### src/rtl/lamt_pkg.sv
// shared constants and types of the sorted price store
package lamt_pkg;

   localparam int CAPACITY = 1024;
   localparam int PRICE_W  = 30;
   localparam int COUNT_W  = $clog2(CAPACITY + 1);
   localparam int ADDR_W   = (CAPACITY > 1) ? $clog2(CAPACITY) : 1;

   localparam logic ACT_LOAD  = 1'b0;
   localparam logic ACT_QUERY = 1'b1;

   localparam logic [1:0] ST_INSERTED = 2'd0;
   localparam logic [1:0] ST_FULL     = 2'd1;
   localparam logic [1:0] ST_TAKEN    = 2'd2;
   localparam logic [1:0] ST_NONE     = 2'd3;

   typedef struct packed {
      logic               rd_en;
      logic [ADDR_W-1:0]  rd_addr;
      logic               wr_en;
      logic [ADDR_W-1:0]  wr_addr;
      logic [PRICE_W-1:0] wr_data;
   } mem_req_type;

   typedef struct packed {
      logic               valid;
      logic [1:0]         status;
      logic [PRICE_W-1:0] price;
   } result_type;

endpackage

### src/rtl/lamt_ctrl.sv
// sequencer: binary search over the sorted store, then shift to insert or remove
module lamt_ctrl (
   input  logic                         clock,
   input  logic                         reset,
   input  logic                         req_valid,
   input  logic                         req_action,
   input  logic [lamt_pkg::PRICE_W-1:0] req_amount,
   output logic                         idle,
   output lamt_pkg::mem_req_type        mem_req,
   input  logic [lamt_pkg::PRICE_W-1:0] rd_data,
   output lamt_pkg::result_type         result,
   input  logic                         result_free
);
   import lamt_pkg::*;

   localparam logic [2:0] S_IDLE   = 3'd0;
   localparam logic [2:0] S_SEARCH = 3'd1;
   localparam logic [2:0] S_WAIT   = 3'd2;
   localparam logic [2:0] S_SH_RD  = 3'd3;
   localparam logic [2:0] S_SH_WR  = 3'd4;
   localparam logic [2:0] S_DL_RD  = 3'd5;
   localparam logic [2:0] S_DL_WR  = 3'd6;
   localparam logic [2:0] S_DONE   = 3'd7;

   logic [2:0]         state_ff,  state_in;
   logic [COUNT_W-1:0] count_ff,  count_in;
   logic               action_ff, action_in;
   logic [PRICE_W-1:0] amount_ff, amount_in;
   logic [COUNT_W-1:0] lo_ff,     lo_in;
   logic [COUNT_W-1:0] hi_ff,     hi_in;
   logic [COUNT_W-1:0] mid_ff,    mid_in;
   logic [COUNT_W-1:0] idx_ff,    idx_in;
   logic [PRICE_W-1:0] best_ff,   best_in;
   logic [1:0]         status_ff, status_in;
   logic [PRICE_W-1:0] price_ff,  price_in;

   logic [COUNT_W-1:0] mid;
   logic [COUNT_W-1:0] idx_dec;
   logic [COUNT_W-1:0] idx_inc;

   assign mid     = lo_ff + ((hi_ff - lo_ff) >> 1);
   assign idx_dec = idx_ff - COUNT_W'(1);
   assign idx_inc = idx_ff + COUNT_W'(1);

   always_comb begin
      state_in  = state_ff;
      count_in  = count_ff;
      action_in = action_ff;
      amount_in = amount_ff;
      lo_in     = lo_ff;
      hi_in     = hi_ff;
      mid_in    = mid_ff;
      idx_in    = idx_ff;
      best_in   = best_ff;
      status_in = status_ff;
      price_in  = price_ff;
      mem_req   = '0;

      case (state_ff)
         S_IDLE: begin
            if (req_valid) begin
               action_in = req_action;
               amount_in = req_amount;
               lo_in     = '0;
               hi_in     = count_ff;
               if (req_action == ACT_LOAD && count_ff == COUNT_W'(CAPACITY)) begin
                  status_in = ST_FULL;
                  price_in  = '0;
                  state_in  = S_DONE;
               end else begin
                  state_in = S_SEARCH;
               end
            end
         end
         S_SEARCH: begin
            if (lo_ff < hi_ff) begin
               mem_req.rd_en   = 1'b1;
               mem_req.rd_addr = mid[ADDR_W-1:0];
               mid_in          = mid;
               state_in        = S_WAIT;
            end else if (action_ff == ACT_LOAD) begin
               idx_in   = count_ff;
               state_in = S_SH_RD;
            end else if (lo_ff == '0) begin
               status_in = ST_NONE;
               price_in  = '0;
               state_in  = S_DONE;
            end else begin
               // lo is the upper-bound position, the taken slot sits just below it
               idx_in   = lo_ff - COUNT_W'(1);
               state_in = S_DL_RD;
            end
         end
         S_WAIT: begin
            if (rd_data <= amount_ff) begin
               lo_in   = mid_ff + COUNT_W'(1);
               best_in = rd_data;
            end else begin
               hi_in = mid_ff;
            end
            state_in = S_SEARCH;
         end
         S_SH_RD: begin
            if (idx_ff != lo_ff) begin
               mem_req.rd_en   = 1'b1;
               mem_req.rd_addr = idx_dec[ADDR_W-1:0];
               state_in        = S_SH_WR;
            end else begin
               mem_req.wr_en   = 1'b1;
               mem_req.wr_addr = lo_ff[ADDR_W-1:0];
               mem_req.wr_data = amount_ff;
               count_in        = count_ff + COUNT_W'(1);
               status_in       = ST_INSERTED;
               price_in        = '0;
               state_in        = S_DONE;
            end
         end
         S_SH_WR: begin
            mem_req.wr_en   = 1'b1;
            mem_req.wr_addr = idx_ff[ADDR_W-1:0];
            mem_req.wr_data = rd_data;
            idx_in          = idx_dec;
            state_in        = S_SH_RD;
         end
         S_DL_RD: begin
            if (idx_inc < count_ff) begin
               mem_req.rd_en   = 1'b1;
               mem_req.rd_addr = idx_inc[ADDR_W-1:0];
               state_in        = S_DL_WR;
            end else begin
               count_in  = count_ff - COUNT_W'(1);
               status_in = ST_TAKEN;
               price_in  = best_ff;
               state_in  = S_DONE;
            end
         end
         S_DL_WR: begin
            mem_req.wr_en   = 1'b1;
            mem_req.wr_addr = idx_ff[ADDR_W-1:0];
            mem_req.wr_data = rd_data;
            idx_in          = idx_inc;
            state_in        = S_DL_RD;
         end
         S_DONE: begin
            if (result_free) begin
               state_in = S_IDLE;
            end
         end
         default: begin
            state_in = S_IDLE;
         end
      endcase
   end

   always_ff @(posedge clock) begin
      if (reset) begin
         state_ff <= S_IDLE;
         count_ff <= '0;
      end else begin
         state_ff <= state_in;
         count_ff <= count_in;
      end
   end

   always_ff @(posedge clock) begin
      action_ff <= action_in;
      amount_ff <= amount_in;
      lo_ff     <= lo_in;
      hi_ff     <= hi_in;
      mid_ff    <= mid_in;
      idx_ff    <= idx_in;
      best_ff   <= best_in;
      status_ff <= status_in;
      price_ff  <= price_in;
   end

   assign idle          = (state_ff == S_IDLE);
   assign result.valid  = (state_ff == S_DONE);
   assign result.status = status_ff;
   assign result.price  = price_ff;

endmodule

### config.mk
export PLATFORM = sky130hd
export DESIGN_NAME = lamt_ctrl
export DESIGN_NICKNAME = d
export VERILOG_FILES = /design/src/rtl/lamt_pkg.sv /design/src/rtl/lamt_ctrl.sv
export SDC_FILE = /design/constraint.sdc
export NUM_CORES = 1
export LEC_CHECK = 0
export BUFFER_PORTS_ARGS = -buffer_cell sky130_fd_sc_hd__buf_2
export CAP_MARGIN = 20
export CORE_ASPECT_RATIO = 0.75
export CORE_UTILIZATION = 58
export CTS_CLUSTER_SIZE = 14
export DETAILED_ROUTE_END_ITERATION = 8
export GPL_TIMING_DRIVEN = 0
export PLACE_DENSITY = 0.8
export SLEW_MARGIN = 20
export SYNTH_ARGS = -nofsm -noshare
export SYNTH_HDL_FRONTEND = slang
export SYNTH_SLANG_ARGS = --single-unit
### constraint.sdc
create_clock -name clock -period 5.51 [get_ports clock]
set_input_delay 1.102 -clock clock [delete_from_list [all_inputs] [get_ports clock]]
set_output_delay 1.102 -clock clock [all_outputs]
set_load 0.05 [all_outputs]
==> results <==
- The floorplan has 39 rows.
- The final routed wirelength across all metal layers is 26.2 mm.
- By startpoint and endpoint, the worst setup path is classified as reg2out.
- Together, buffers and inverters on the worst path number 4.
- CTS saw 151 sinks.
- Setup slack closes at 0.167 ns.
- The part of the cycle the worst path needs is 0.970.
- The startpoint type of the worst setup path is a flip-flop.
- The final cell count without fillers is 1,282.
- The worst hold path endpoint is price_ff[12]$_SDFFCE_PN0P_.
- For this block, the initial DRC count from the detailed router was 784.
- The total leakage power is 0.00470 uW.
- The share of the synthesized area in compound gates (AO/OA/AOI/OAI) is 0.160.
- Of the total synthesized cell area, the portion taken by full adders, half adders and majority gates is 0.107.
- In this run, synthesis produced a sequential element count of 151.
- The required time at the worst-slack endpoint is 4.41 ns.
- TritonCTS built the clock tree.
- Of all nets on the critical path, the largest fanout is 20.
- In this run the cell area of the synthesized design comes to 9330 sq um.
- The total half-perimeter wirelength after legalization and detailed placement is 20.0 mm.
- The maximum root-to-sink buffer count is 2.
- In the synthesized netlist the async set-or-reset flop fraction comes to 0.
- Measured along the x axis, the die boundary spans 148 um.
- At the pin with the least slew margin, the transition time is 1.06 ns.
- For this configuration, the core starts out at a cell density of 0.603.
- 151 I/O pins were placed.
- The worst-case hold slack is 0.513 ns.
- The total of hold buffers inserted after clock tree synthesis is 0.
- The global-route wire length before repair is 39.4 mm.
- The register-to-register path setup slack is 1.17 ns.
- The dominant register cell in the synthesized netlist is sky130_fd_sc_hd__edfxtp_1.
- The pin count of the biggest net entering global routing is 34.
- The share of synthesized area in the top cell type comes to 0.441.
- The area growth from synthesis to layout is 19.1%.
- Broken down by cell family, the worst path's largest delay share belongs to buffers and inverters.
- The yosys synthesis warning count is 0.
- The number of antenna diodes in the final layout is 0.
- The number of CTS-inserted buffers is 17.
- Yosys mapped the design onto 67 distinct sky130hd cell types.
- Summed over all instances, the cell type with the most area after synthesis is sky130_fd_sc_hd__edfxtp_1.
- Timing would allow up to 187 MHz.
- The power per unit of standard cell area is 682 nW/um^2.
- The max-capacitance violation count is 0.
- Sorting the synthesized cells by area gives the leading types as sky130_fd_sc_hd__edfxtp_1, sky130_fd_sc_hd__ha_1, sky130_fd_sc_hd__xnor2_1.
- The master cell of the clock root buffer is sky130_fd_sc_hd__clkbuf_16.
- The die covers 16,600 sq um.
- The number of synthesized flops with an enable pin is 137.
- Before antenna repair, the detailed router went through 6 iterations.
- The peak per-stage delay on the critical path is 0.68 ns.
- The number of failing setup endpoints in the final timing report is 0.
- The routed wire length per instance is 20.4 um.
- The worst register-to-register path has a depth of 11.
- The max-slew violation count is 0.
- The number of nets in the synthesized netlist is 1,025.
- In the synthesized netlist, the number of instances is 882.
- The sum of negative setup slack is 0 ns.
- In this run the number of H-tree levels came out at 4.
- The worst path in the final design needs a cycle of 5.34 ns, including I/O delays and setup.
- The number of nets with antenna violations after routing is 0.
- At the end of routability-driven placement, the weighted congestion stood at 0.998.
- Dividing the synthesized area by the synthesized cell count gives 10.6 sq um.
- The number of global-route vias before repair is 7,190.
- In the final layout, the share of cells above drive strength 1 is 0.212.
- The critical register-to-register path endpoint is price_ff[6]$_SDFFCE_PN0P_.
- Of the total synthesized cell area, the portion taken by XOR and XNOR cells is 0.0629.
- The critical path goes through clkbuf_1 > inv_1 > ha_1 > a21oi_1 > o21ai_0 > nand2b_1 > o31ai_1 > nor3_1 > buf_2 > a221o_1 > buf_2.
- Across the routed clock network, the largest skew measured is 0.00980 ns.
- Of the total synthesized cell area, the portion taken by AND, OR, NAND and NOR gates is 0.140.
- The total overflow left after global routing is 0.
- The slowest stage of the critical path belongs to the cell sky130_fd_sc_hd__nor3_1.
- Along the worst hold path, the cell count comes to 1.
- The remaining routing DRC violations is 0.
- By instance count, the cell type seen most on the critical path is sky130_fd_sc_hd__buf_2.
- The count of buffers inserted at the top-level ports is 150.
- In this run the critical register-to-register path is launched from lo_ff[8]$_SDFFCE_PN0P_.
- Data arrives at the worst endpoint at 4.24 ns.
- The total count of hold-check failures in the final report is 0.
- The final non-filler cell area is 11,100 sq um.
- After clock tree synthesis, the clock-pin slew on the worst setup and hold paths is 0.07 ns.
- Measured against its own limit, the worst slew margin works out to 0.292.
- After synthesis, the largest family of logic cells by area is compound AO/OA/AOI/OAI gates.
- The maximum ir drop on the vdd rail is 0.334 mV.
- The average via count per standard cell is 6.01.
- After filler insertion, the fill cell instance count of the layout stands at 1,145.
- The run finished with clean final reports.
- The startpoint of the lowest-slack hold path is best_ff[12]$_DFFE_PP_.
- The tightest min-delay check is of the reg2reg type.
- The via count is 7,700.
- The floorplan step defined a core boundary enclosing 15,500 sq um.
- The placed standard-cell area is 10,400 sq um.
- For this run, the register share of the synthesized area comes to 0.471.
- The total routing resource utilization after global routing is 0.320.
- At the end of the flow, the number of nets in the layout was 1,207.
- The number of cells after detailed placement is 1,242.
- The worst setup path is captured at a primary output.
- The number of antenna violations at the first check in global routing is 1.
- For the worst-skew pair, the clock arrives at the later sink with an insertion delay of 0.44 ns.
- After synthesis, the share of cell area in mux cells is 0.0130.
- The pre-CTS setup slack is 0.197 ns.
- The die height is 112 um.
[per-layer routing]
layer | GRT usage | routed length (um)
met1 | 0.463 | 11400
met3 | 0.0787 | 2680
met2 | 0.474 | 11500
met5 | 0 | 0
met4 | 0.0962 | 548
[cell families (layout without fill, tap and decap cells)]
| logic type | count (synthesis) | in the layout |
|---|---|---|
| adder cells (fa/ha/maj) | 78 | 78 |
| multiplexers | 12 | 12 |
| AO/OA/AOI/OAI | 210 | 210 |
| flip-flops | 151 | 151 |
| XOR/XNOR | 67 | 67 |
| buffers and inverters | 109 | 304 |
| AND/OR/NAND/NOR | 255 | 255 |
[sequential cells by signal, indices dropped and copies added, names as in the netlist]
name       cells
best_ff       30
mid_ff        11
lo_ff         11
action_ff      1
status_ff      2
state_ff       3
amount_ff     30
hi_ff         11
idx_ff        11
price_ff      30
count_ff      11
[worst max-delay path by stage]
stage / startpoint / endpoint / slack (ns) / cells past startpoint
3_3_place_gp: lo_ff[1]$_SDFFCE_PN0P_ / price_ff[16]$_SDFFCE_PN0P_ / -1.32 / 9
3_5_place_dp: lo_ff[1]$_SDFFCE_PN0P_ / mem_req[50] / 0.20 / 15
2_1_floorplan: state_ff[2]$_SDFFE_PP0P_ / price_ff[0]$_SDFFCE_PN0P_ / 0.44 / 6
4_1_cts: lo_ff[6]$_SDFFCE_PN0P_ / mem_req[50] / 0.006 / 14
5_1_grt: lo_ff[8]$_SDFFCE_PN0P_ / mem_req[49] / -0.07 / 11
6_report: lo_ff[8]$_SDFFCE_PN0P_ / mem_req[49] / 0.17 / 11
[through the flow]
stage	power, uW	utilization
floorplan	5060	-
global placement	6100	0.668
detailed placement	6220	0.673
CTS	7450	0.715
global route	7950	0.718
finish	7570	0.718
[cells in the final DEF, fill, tap and decap left out, types with 5 or more instances in the layout]
master	Yosys	routed
sky130_fd_sc_hd__nor2b_1	9	9
sky130_fd_sc_hd__and2_1	35	34
sky130_fd_sc_hd__a21o_1	17	17
sky130_fd_sc_hd__a211oi_1	5	5
sky130_fd_sc_hd__clkbuf_16	0	17
sky130_fd_sc_hd__nand4_1	10	10
sky130_fd_sc_hd__ha_1	75	75
sky130_fd_sc_hd__clkbuf_1	28	27
sky130_fd_sc_hd__nor2_1	63	62
sky130_fd_sc_hd__xnor2_1	46	46
sky130_fd_sc_hd__edfxtp_1	137	137
sky130_fd_sc_hd__dfxtp_1	14	14
sky130_fd_sc_hd__mux2i_1	11	11
sky130_fd_sc_hd__and3_1	11	11
sky130_fd_sc_hd__inv_1	68	67
sky130_fd_sc_hd__xor2_1	21	21
sky130_fd_sc_hd__a221o_1	12	12
sky130_fd_sc_hd__buf_2	8	157
sky130_fd_sc_hd__o21ai_0	45	43
sky130_fd_sc_hd__a22o_1	38	38
sky130_fd_sc_hd__nor3_1	17	16
sky130_fd_sc_hd__buf_4	1	13
sky130_fd_sc_hd__a21oi_1	40	39
sky130_fd_sc_hd__nand2b_1	7	7
sky130_fd_sc_hd__nand2_1	49	49
sky130_fd_sc_hd__inv_6	0	5
sky130_fd_sc_hd__o211ai_1	14	14
sky130_fd_sc_hd__nor4_1	7	7
sky130_fd_sc_hd__nand3_1	28	28
[power breakdown]
| part | switching (uW) | internal [uW] | total [uW] |
|---|---|---|---|
| logic | 2960 | 1410 | 4360 |
| registers | 192 | 1810 | 2000 |
| clock network | 516 | 687 | 1200 |
| total | 3660 | 3910 | 7570 |
[synth_stat cells (12+ instances only)]
library cell / number
sky130_fd_sc_hd__a21o_1: 17
sky130_fd_sc_hd__a21oi_1: 40
sky130_fd_sc_hd__a221o_1: 12
sky130_fd_sc_hd__a22o_1: 38
sky130_fd_sc_hd__and2_1: 35
sky130_fd_sc_hd__clkbuf_1: 28
sky130_fd_sc_hd__dfxtp_1: 14
sky130_fd_sc_hd__edfxtp_1: 137
sky130_fd_sc_hd__ha_1: 75
sky130_fd_sc_hd__inv_1: 68
sky130_fd_sc_hd__nand2_1: 49
sky130_fd_sc_hd__nand3_1: 28
sky130_fd_sc_hd__nor2_1: 63
sky130_fd_sc_hd__nor3_1: 17
sky130_fd_sc_hd__o211ai_1: 14
sky130_fd_sc_hd__o21ai_0: 45
sky130_fd_sc_hd__xnor2_1: 46
sky130_fd_sc_hd__xor2_1: 21
[timing repair]
action / 4_1_cts / 5_1_grt
setup buffers: 5 / 4
gates resized for setup: 1 / 6
endpoints found under the setup margin: 1 / 1
[cell type report]
type	instances	area, sq um	share of cell area
flip-flops and latches	151	4390	0.396
plain buffers	39	168	0.0151
repair buffers	164	882	0.0794
clock buffers	17	425	0.0383
well taps	205	256	0.0231
inverters	69	262	0.0235
multi-input cells	622	4530	0.408
clock inverters	15	184	0.0166
(Power assumes the default switching activity.)
